$ cat src/rbs_pkg.sv
package rbs_pkg;

    // Fraction bits of every coordinate, direction and distance.
    localparam int FRAC_BITS = 16;

    // Index of the last axis (z).
    localparam logic [1:0] AX_LAST = 2'd2;

    // Configuration register indexes.
    typedef enum logic [2:0] {
        REG_ORIGIN_X = 3'd0,
        REG_ORIGIN_Y = 3'd1,
        REG_ORIGIN_Z = 3'd2,
        REG_DIR_X    = 3'd3,
        REG_DIR_Y    = 3'd4,
        REG_DIR_Z    = 3'd5,
        REG_MAX_DIST = 3'd6
    } rbs_reg_t;

    // Commands from the controller to the datapath.
    typedef struct packed {
        logic       load;
        logic [1:0] ax;
        logic       set_miss;
        logic       div_start;
        logic       ax_update;
        logic       take_hit;
        logic       mul;
        logic       pt;
        logic       finish;
    } rbs_cmd_t;

    // Status from the datapath to the controller.
    typedef struct packed {
        logic dir_zero;
        logic par_miss;
        logic div_done;
        logic miss;
        logic hit;
        logic last;
        logic out_full;
    } rbs_stat_t;

endpackage

$ cat src/rbs_ctrl.sv
module rbs_ctrl (
    input  logic              clk,
    input  logic              rst_n,
    input  logic              s_tvalid,
    output logic              s_tready,
    input  rbs_pkg::rbs_stat_t st,
    output rbs_pkg::rbs_cmd_t  cmd
);
    import rbs_pkg::*;

    typedef enum logic [2:0] {
        S_IDLE,
        S_AXIS,
        S_DIV,
        S_CMP,
        S_MUL,
        S_PT,
        S_FIN
    } state_t;

    state_t     state_reg;
    logic [1:0] ax_reg;

    // Commands decoded from the current state.
    always_comb
    begin
        cmd      = '0;
        cmd.ax   = ax_reg;
        s_tready = (state_reg == S_IDLE);
        unique case (state_reg)
            S_IDLE: cmd.load = s_tvalid;
            S_AXIS:
            begin
                cmd.set_miss  = !st.miss && st.dir_zero && st.par_miss;
                cmd.div_start = !st.miss && !st.dir_zero;
            end
            S_DIV:  cmd.ax_update = st.div_done;
            S_CMP:  cmd.take_hit  = st.hit;
            S_MUL:  cmd.mul       = 1'b1;
            S_PT:   cmd.pt        = 1'b1;
            S_FIN:  cmd.finish    = st.last && !st.out_full;
            default: cmd = '0;
        endcase
    end

    // State sequence: up to three axes, the compare, the hit point on a hit, the result.
    always_ff @(posedge clk or negedge rst_n)
    begin
        if (!rst_n)
        begin
            state_reg <= S_IDLE;
            ax_reg    <= '0;
        end
        else
        begin
            unique case (state_reg)
                S_IDLE:
                    if (s_tvalid)
                    begin
                        ax_reg    <= '0;
                        state_reg <= S_AXIS;
                    end
                S_AXIS:
                    priority if (st.miss || (st.dir_zero && st.par_miss))
                        state_reg <= S_CMP;
                    else if (!st.dir_zero)
                        state_reg <= S_DIV;
                    else if (ax_reg == AX_LAST)
                        state_reg <= S_CMP;
                    else
                        ax_reg <= ax_reg + 1'b1;
                S_DIV:
                    if (st.div_done)
                    begin
                        if (ax_reg == AX_LAST)
                            state_reg <= S_CMP;
                        else
                        begin
                            ax_reg    <= ax_reg + 1'b1;
                            state_reg <= S_AXIS;
                        end
                    end
                S_CMP:
                begin
                    ax_reg    <= '0;
                    state_reg <= st.hit ? S_MUL : S_FIN;
                end
                S_MUL: state_reg <= S_PT;
                S_PT:
                    if (ax_reg == AX_LAST)
                        state_reg <= S_FIN;
                    else
                    begin
                        ax_reg    <= ax_reg + 1'b1;
                        state_reg <= S_MUL;
                    end
                S_FIN:
                    if (!st.last || !st.out_full)
                        state_reg <= S_IDLE;
                default: state_reg <= S_IDLE;
            endcase
        end
    end

endmodule

$ cat config.mk
export PLATFORM = sky130hd
export DESIGN_NAME = rbs_ctrl
export DESIGN_NICKNAME = d
export VERILOG_FILES = /design/src/rbs_pkg.sv /design/src/rbs_ctrl.sv
export SDC_FILE = /design/constraint.sdc
export NUM_CORES = 1
export LEC_CHECK = 0
export ABC_AREA = 1
export BUFFER_PORTS_ARGS = -buffer_cell sky130_fd_sc_hd__buf_2
export CAP_MARGIN = 10
export CORE_AREA = 3 3 40 42
export DETAILED_ROUTE_END_ITERATION = 6
export DIE_AREA = 0 0 43 45
export PLACE_DENSITY = 0.66
export SKIP_CTS_REPAIR_TIMING = 1
export SLEW_MARGIN = 5
export SYNTH_ARGS = -nofsm -noshare
export SYNTH_HDL_FRONTEND = slang
export SYNTH_SLANG_ARGS = --single-unit
$ cat constraint.sdc
create_clock -name clk -period 2.35 [get_ports clk]
set_clock_uncertainty 0.2 [all_clocks]
set_input_delay 0.705 -clock clk [delete_from_list [all_inputs] [get_ports clk]]
set_output_delay 0.705 -clock clk [all_outputs]
set_load 0.02 [all_outputs]
==> run metrics, run 1 <==
outcome finished clean; cell count after synthesis 83; leading cell types by total area after synthesis sky130_fd_sc_hd__dfrtp_1 (26%), sky130_fd_sc_hd__nand2_1 (17%), sky130_fd_sc_hd__inv_1 (13%), sky130_fd_sc_hd__nor2_1 (12%), sky130_fd_sc_hd__o21ai_0 (6.3%); non-filler instance count after layout 122; layout overhead on the synthesized area 32.5%; arrival time of data at the critical path endpoint between 1 and 1.5 ns; final-report max-slew violation count 0; slowest cell delay on critical path 0.42 ns; number of buffers added on ports 20; DP Wirelength 878 µm; clock-pin slew on the worst setup and hold paths ~0.040 ns; count of routing violations after the opening detailed-route iteration 8; Final Critical Period 2.21 ns; overflow left after global routing 0; area share of the leading cell type in the synthesized netlist 0.264; core area 0.00128 mm²; number of buffers added by the clock tree synthesis step 3; Max Freq about 450 MHz; Worst EP required ~1.4 ns; number of nets at the end of the flow 119; DRT Pass-1 Iters 4; transition time of the tightest slew-check pin 0.229 ns; critical path, cell by cell inv_1 -> nor3_1 -> inv_1 -> nor2_1 -> buf_2; number of clock sinks seen by CTS 5; type of origin of the critical path register; number of endpoints with negative hold slack in the final report 0; worst flop-to-flop path endpoint state_reg[1]; power per standard cell area 1190 mW/mm²; largest net degree at the start of global routing 10; # rows 13; layout cell share with drive strength beyond 1 0.308; vertical die dimension 45 µm; WS Path Type reg2out; netlist area before placement ~470 µm²; count of maximum capacitance violations 0; mean instance size in the synthesized netlist 5.71 µm²; unrepaired setup endpoints after global routing no; flop-to-flop setup slack 0.88 ns; library cells used by synthesis 16; die width around 43 µm; antenna violations before repair 0; last weighted congestion value of the routability-driven placer 0.782; die area 0.00194 mm²; via count of the first global-routing pass approximately 500; Max transition margin 0.846; slowest cell on the critical path sky130_fd_sc_hd__dfrtp_2; total negative slack 0 ns; Seq/Total Area, Yosys 0.264; reg-to-reg critical path startpoint state_reg[1]; total power 750 µW; TritonCTS clock tree done; cells on worst reg2reg path 8; Warnings, synthesis 0; io pins 21; cell at the root of the clock tree sky130_fd_sc_hd__clkbuf_4; final worst-path cycle share 0.942; post-detailed-route count of antenna-violating nets 0; Vias 556; highest-count cells in the layout ignoring fill and taps sky130_fd_sc_hd__nand2_1 (22), sky130_fd_sc_hd__buf_2 (20), sky130_fd_sc_hd__inv_1 (16); most frequent cell on the critical path sky130_fd_sc_hd__inv_1; critical-path maximum fanout 7; total inserted antenna cells 0; IR drop worst, VDD 0.342 mV; flip-flop count of the largest register, all copies and words added 3; Leakage Power 0.000399 µW; maximum clock path buffer count 2; via count normalized by instance count 4.56; final setup vio count 0; Overall Global Routing Usage 0.129; global-route wire length before repair 1940 µm; kind of path behind the tightest hold check in2async; number of instances in the placed design 117; htree depth 1; detailed-route wire length per cell 8.90 µm; initial core utilization 0.369; Post-Route WL about 1100 µm; critical path endpoint category primary output; synthesized netlist net count 94; total of flip-flops plus latches after synthesis 5; DRC Markers 0; library cell with the largest summed area after synthesis sky130_fd_sc_hd__dfrtp_1; most frequent standard cell in the layout excluding fill and tap cells sky130_fd_sc_hd__nand2_1; clock insertion delay at the later pin of the skew report 0.24 ns; Filler Cell Count 140
## critical path, delay by kind of cell, from the launching register on
family	cells	cell delay, ns
buf+inv	3	0.32
flops	1	0.42
simple gates	2	0.31
## layout make-up
type	instances	area, µm²	share of cell area
Sequential cell	5	128	0.203
Tap cell	15	18.8	0.0299
Timing Repair Buffer	21	108	0.171
Inverter	17	63.8	0.102
Clock buffer	4	26.3	0.0418
Multi-Input combinational cell	60	284	0.452
## cell usage after synthesis
master,number
sky130_fd_sc_hd__dfrtp_1,5
sky130_fd_sc_hd__o211ai_1,1
sky130_fd_sc_hd__inv_1,16
sky130_fd_sc_hd__nand2_2,2
sky130_fd_sc_hd__nand2_1,22
sky130_fd_sc_hd__nor2_1,15
sky130_fd_sc_hd__nand3_2,1
sky130_fd_sc_hd__inv_2,1
sky130_fd_sc_hd__o21ai_0,6
sky130_fd_sc_hd__nor3_1,3
sky130_fd_sc_hd__ha_1,1
sky130_fd_sc_hd__buf_4,1
sky130_fd_sc_hd__o21bai_1,1
sky130_fd_sc_hd__nor2_2,2
sky130_fd_sc_hd__nand3_1,5
sky130_fd_sc_hd__nor4_1,1
## metrics by stage
step | util | cell area (µm²) | worst slack [ns] | hold WS, ns
2_1_floorplan | - | 480 | 0.211 | 0.209
3_3_place_gp | 0.461 | 592 | 0.181 | 0.318
3_5_place_dp | 0.461 | 592 | 0.170 | 0.324
4_1_cts | 0.481 | 618 | 0.0577 | 0.0648
5_1_grt | 0.489 | 628 | 0.0367 | 0.0655
6_report | 0.489 | 628 | 0.136 | 0.0694
## where the power goes
part	internal (µW)	leakage [µW]	total, µW	switching [µW]
Combinational	166	0.000323	472	306
Sequential	127	0.0000610	180	52.9
Clock	64.1	0.0000150	97.5	33.5
Total	357	0.000399	750	392
## cells by family after synthesis
| group | synth area share |
|---|---|
| and+or+nand+nor | 0.464 |
| buffers and inverters | 0.150 |
| AOI/OAI and AO/OA | 0.0950 |
| DFF | 0.264 |
| adders and majority gates | 0.0264 |
## worst max-delay path by stage
stage | cells after the start | from | slack [ns] | to
floorplan | 2 | st[6] | 0.21 | cmd[6]
global placement | 3 | st[3] | 0.18 | cmd[6]
detailed placement | 4 | st[6] | 0.17 | cmd[6]
CTS | 5 | state_reg[2] | 0.06 | cmd[0]
global route | 5 | state_reg[2] | 0.04 | cmd[0]
finish | 5 | state_reg[1] | 0.14 | cmd[3]
## metal layers
metal  up-vias  track usage  wire (µm)
met1       233        0.159        512
met3         0       0.0120         80
met2        22        0.231        493
li1        301            -          -
met4         0       0.0542          0
met5         -            0          0
(Power assumes the default switching activity.)
==> inputs of run 2 (changes only) <==
Settings changed: ABC_AREA 1 to not set, REMOVE_ABC_BUFFERS set to 1.
==> run 2 against run 1 <==
  * Cell area rose by 2.8%
  * Flip-flop and latch count unchanged
  * Non-clock buffer count increased by 3
  * Highest routed layer unchanged
  * Critical path type is now in2out
  * Cell count fell by 21%
==> run metrics, run 2 <==
outcome finished clean; power per standard cell area 1280 mW/mm²; hold slack final ~0.07 ns; flip-flop count of the largest register, all copies and words added 3; Post-Route WL 1110 µm; initial core utilization 0.372; most common flop cell mapped by yosys sky130_fd_sc_hd__dfrtp_1; last weighted congestion value of the routability-driven placer 0.798; total power a little over 800 µW; Most Used Layer, Global Route met2; type of origin of the critical path primary input; share of cell area taken by muxes after synthesis 0.0681; vertical die dimension between 40 and 50 µm; final setup vio count 0; kind of path behind the tightest hold check in2async; pre-CTS setup slack 0.0505 ns; library cells used by synthesis 28; Max transition margin 0.797; critical path, cell by cell buf_2 -> nor4b_4 -> and3_1 -> buf_4; die area 0.00194 mm²; dominant combinational cell family by area after synthesis simple AND/OR/NAND/NOR gates; Layout Cell Area excl Fill between 600 and 700 µm²; met3 GRT Util 0.0239; fraction of registers with async set/reset 1.00; leading cell types by total area after synthesis sky130_fd_sc_hd__dfrtp_1 (26%), sky130_fd_sc_hd__and2_1 (6.5%), sky130_fd_sc_hd__a21oi_1 (5.2%), sky130_fd_sc_hd__nor2b_1 (5.2%), sky130_fd_sc_hd__nor4b_4 (5.0%); core area 0.00128 mm²; final worst-path setup slack approximately 0.067 ns; critical-path maximum fanout 3; placement-stage cell area 604 µm²; most frequent standard cell in the layout excluding fill and tap cells sky130_fd_sc_hd__buf_2; highest-count cells in the layout ignoring fill and taps sky130_fd_sc_hd__buf_2 (19), sky130_fd_sc_hd__nor2_1 (6), sky130_fd_sc_hd__and2_1 (5), sky130_fd_sc_hd__a21oi_1 (5); Max Freq approximately 440 MHz; met2 global-route usage 0.189; final-report max-slew violation count 0; library cell with the largest summed area after synthesis sky130_fd_sc_hd__dfrtp_1; maximum clock path buffer count 2; number of synthesized flops with an enable pin 0; clock insertion delay at the later pin of the skew report 0.24 ns; DP Wirelength 883 µm; layout cell share with drive strength beyond 1 0.457; netlist area before placement approximately 480 µm²; clock-pin slew on the worst setup and hold paths 0.04 ns; number of clock sinks seen by CTS 5; DRT Pass-1 Iters 2; Final Critical Period around 2.3 ns; most frequent cells after synthesis sky130_fd_sc_hd__nor2_1 (6), sky130_fd_sc_hd__a21oi_1 (5), sky130_fd_sc_hd__and2_1 (5), sky130_fd_sc_hd__dfrtp_1 (5), sky130_fd_sc_hd__nor2b_1 (4); unrepaired setup endpoints after global routing yes; global-route wire length before repair 1760 µm; via count of the first global-routing pass 435; arrival time of data at the critical path endpoint 1.38 ns; cell count after synthesis 57; htree depth 1; Overall Global Routing Usage 0.117; die width 43 µm; total inserted antenna cells 0; transition time of the tightest slew-check pin 0.303 ns; Vias a little under 500; DRC Markers 0; slowest cell on the critical path sky130_fd_sc_hd__nor4b_4; io pins 21; via count normalized by instance count slightly above 5; mean instance size in the synthesized netlist between 8 and 9 µm²; count of routing violations after the opening detailed-route iteration 3; adder-cell share of the synthesized area 0.0262; antenna violations before repair 0; count of maximum capacitance violations 0; TritonCTS clock tree done; final worst-path cycle share 0.971; largest net degree at the start of global routing 16; post-detailed-route count of antenna-violating nets 0; number of nets at the end of the flow 93; IR drop worst, VDD 0.587 mV; slowest cell delay on critical path 0.23 ns; global routing usage on met1 0.153; total of flip-flops plus latches after synthesis 5; layout overhead on the synthesized area 35.1%; WS Path Type in2out; most common cell in the netlist sky130_fd_sc_hd__nor2_1; number of buffers added by the clock tree synthesis step 3; compound-cell area share of the yosys netlist 0.212; cell at the root of the clock tree sky130_fd_sc_hd__clkbuf_4; number of endpoints with negative hold slack in the final report 0; Worst EP required 1.44 ns; Seq/Total Area, Yosys 0.262; number of buffers added on ports 20; detailed-route wire length per cell 11.5 µm; share of the synthesized netlist area taken by xor and xnor gates 0; simple-gate area share of the yosys netlist 0.361; # rows 13; area share of the leading cell type in the synthesized netlist 0.262; critical path endpoint category primary output; overflow left after global routing 0; Leakage Power approximately 0.00033 µW; total negative slack 0 ns; Warnings, synthesis 0
-- run 2: final timing paths --
kind                       slack [ns]  cells past startpoint  startpoint           end
setup / recovery                 0.07                      4       st[3]        cmd[6]
hold / removal                   0.07                      1       rst_n  state_reg[1]
setup reg to reg                 0.31                      6   ax_reg[0]     ax_reg[1]
hold reg to reg                  0.34                      1   ax_reg[1]     ax_reg[1]
max in group asynchronous        1.74                      1       rst_n  state_reg[2]
min in group clk                 0.34                      1   ax_reg[1]     ax_reg[1]
-- run 2: report_power, final --
group	total (µW)	switching, µW	internal [µW]
Combinational	501	241	259
Clock	95.5	31.5	64.0
Sequential	227	96.2	131
Total	824	369	455
-- run 2: logic make-up after synthesis --
group,count (synthesis)
AOI/OAI and AO/OA,14
adders and majority gates,1
buffers and inverters,7
DFF,5
muxes,3
and+or+nand+nor,27
-- run 2: worst max-delay path, delay by kind of cell --
kind	cells	cell delay, ns
simple gates	2	0.42
buf+inv	2	0.26
-- run 2: layout make-up --
class | instances | area [µm²]
Multi-Input combinational cell | 45 | 324
Sequential cell | 5 | 129
Clock buffer | 4 | 26.3
Timing Repair Buffer | 24 | 136
Tap cell | 15 | 18.8
Fill cell | 140 | 639
Inverter | 3 | 11.3
-- run 2: metrics by stage --
| stage | cells | utilization |
|---|---|---|
| 6_report | 96 | 0.502 |
| 5_1_grt | 96 | 0.502 |
| 2_1_floorplan | 53 | - |
| 3_5_place_dp | 92 | 0.470 |
| 4_1_cts | 96 | 0.491 |
| 3_3_place_gp | 92 | 0.470 |
-- run 2: routing by layer --
layer	wire length, µm	share of wire
met1	504	0.46
met4	0	0
met2	514	0.47
met5	0	0
met3	86	0.078
==> inputs of run 3 (changes only) <==
Settings changed: BUFFER_PORTS_ARGS -buffer_cell sky130_fd_sc_hd__buf_2 to -buffer_cell sky130_fd_sc_hd__buf_4.
==> run 3 against run 2 <==
  * Total power rose by 5.7%
  * Via count fell by 4.0%
  * Non-clock buffer count did not move
  * Flip-flop and latch count did not move
  * First-iteration DRC count rose by 130%
  * Sequential power rose by 4%
  * Register-to-register slack got worse by 0.04 ns
  * Maximum frequency fell by 0.19%
  * Wire length rose by 3.5%
  * Hold slack got worse by 0.013 ns
  * Clock power barely moved
  * Clock-buffer cell count did not move
  * Critical endpoint unchanged
==> run metrics, run 3 (synthesized netlist as in run 2, its figures left out) <==
critical-path maximum fanout 3; Overall Global Routing Usage 0.133; via count normalized by instance count just under 5; DRT Pass-1 Iters 3; unrepaired setup endpoints after global routing no; die area 0.00194 mm²; WS Path Type in2out; share of power burned in registers 0.270; power per standard cell area between 1000 and 1500 mW/mm²; number of clock sinks seen by CTS 5; global-route wire length before repair 1970 µm; net switching share of the total power 0.438; clock-pin slew on the worst setup and hold paths 0.04 ns; final worst-path cycle share 0.973; overflow left after global routing 0; arrival time of data at the critical path endpoint 1.38 ns; transition time of the tightest slew-check pin 0.275 ns; number of buffers added by the clock tree synthesis step 3; Worst EP required 1.44 ns; number of nets at the end of the flow 93; critical path, cell by cell buf_4 -> nor4b_4 -> and3_1 -> buf_4; Vias 475; placement-stage cell area 654 µm²; slowest cell delay on critical path 0.23 ns; most frequent cell on the critical path sky130_fd_sc_hd__buf_4; DRC Markers 0; cell at the root of the clock tree sky130_fd_sc_hd__clkbuf_4; maximum clock path buffer count 2; layout overhead on the synthesized area 46.1%; htree depth 1; sw power 381 µW; final setup vio count 0; core area 0.00128 mm²; highest-count cells in the layout ignoring fill and taps sky130_fd_sc_hd__buf_4 (23), sky130_fd_sc_hd__and2_1 (5), sky130_fd_sc_hd__nor2_1 (5), sky130_fd_sc_hd__a21oi_1 (5); P_int ~490 µW; Max transition margin 0.815; total negative slack 0 ns; antenna violations before repair 0; initial core utilization 0.372; Leakage Power 0.000338 µW; slowest cell on the critical path sky130_fd_sc_hd__nor4b_4; flip-flop count of the largest register, all copies and words added 3; IR drop worst, VDD 0.649 mV; die width 43 µm; vertical die dimension 45 µm; clock insertion delay at the later pin of the skew report 0.24 ns; portion of total power attributed to the clock network 0.110; most frequent standard cell in the layout excluding fill and tap cells sky130_fd_sc_hd__buf_4; outcome finished clean; detailed-route wire length per cell 11.9 µm; post-detailed-route count of antenna-violating nets 0; DP Wirelength approximately 860 µm; count of routing violations after the opening detailed-route iteration 7; final-report max-slew violation count 0; via count of the first global-routing pass 470; Post-Route WL 1140 µm; count of maximum capacitance violations 0; combinational power share 0.620; Layout Cell Area excl Fill 698 µm²; layout cell share with drive strength beyond 1 0.481; Max Freq around 440 MHz; critical path endpoint category primary output; largest net degree at the start of global routing 16; io pins 21; total inserted antenna cells 0; TritonCTS clock tree done; # rows 13; last weighted congestion value of the routability-driven placer 0.792; Final Critical Period approximately 2.3 ns; type of origin of the critical path primary input; number of endpoints with negative hold slack in the final report 0; number of buffers added on ports 20; kind of path behind the tightest hold check in2async
run 3: final timing paths:
kind | start | end | slack, ns | cells after the start
worst max-delay path | st[3] | cmd[6] | 0.06 | 4
worst min-delay path | rst_n | ax_reg[1] | 0.06 | 1
worst max register to register | ax_reg[0] | ax_reg[0] | 0.27 | 6
worst min register to register | ax_reg[1] | ax_reg[1] | 0.35 | 1
max in group asynchronous | rst_n | state_reg[2] | 1.78 | 1
min in group clk | ax_reg[1] | ax_reg[1] | 0.35 | 1
run 3: power by group through the flow:
stage                     combinational [µW]  sequential [µW]  clock, µW
final                                    540              235       95.6
after global routing                     603              245        107
after CTS                                534              218        101
after detailed placement                 532              220          0
after global placement                   531              219          0
after floorplan                          342              206          0
run 3: routing by layer:
layer  global-route usage  up-vias  part of all wire
li1                     -      252                 -
met1                0.176      206              0.48
met2                0.195       17              0.43
met3               0.0398        0             0.082
met4               0.0723        0                 0
met5                    0        -                 0
run 3: per-stage QoR:
stage	utilization	hold WS, ns	total power [µW]	cells	worst slack [ns]
after floorplan	-	0.209	548	53	0.00208
after global placement	0.509	0.307	750	92	0.0410
after detailed placement	0.509	0.307	752	92	0.0604
after CTS	0.530	0.0484	853	96	-0.0383
after global routing	0.543	0.0423	955	96	0.00256
final	0.543	0.0581	870	96	0.0626
run 3: area by class of cell:
cell class / count / area, µm²
repair buffers: 24 / 184
flip-flops and latches: 5 / 129
fillers: 131 / 587
well taps: 15 / 18.8
clock buffers: 4 / 26.3
inverters: 3 / 11.3
multi-input cells: 45 / 329
run 3: critical path, delay by kind of cell:
family | cells | cell delay (ns)
buffers and inverters | 2 | 0.26
and+or+nand+nor | 2 | 0.41
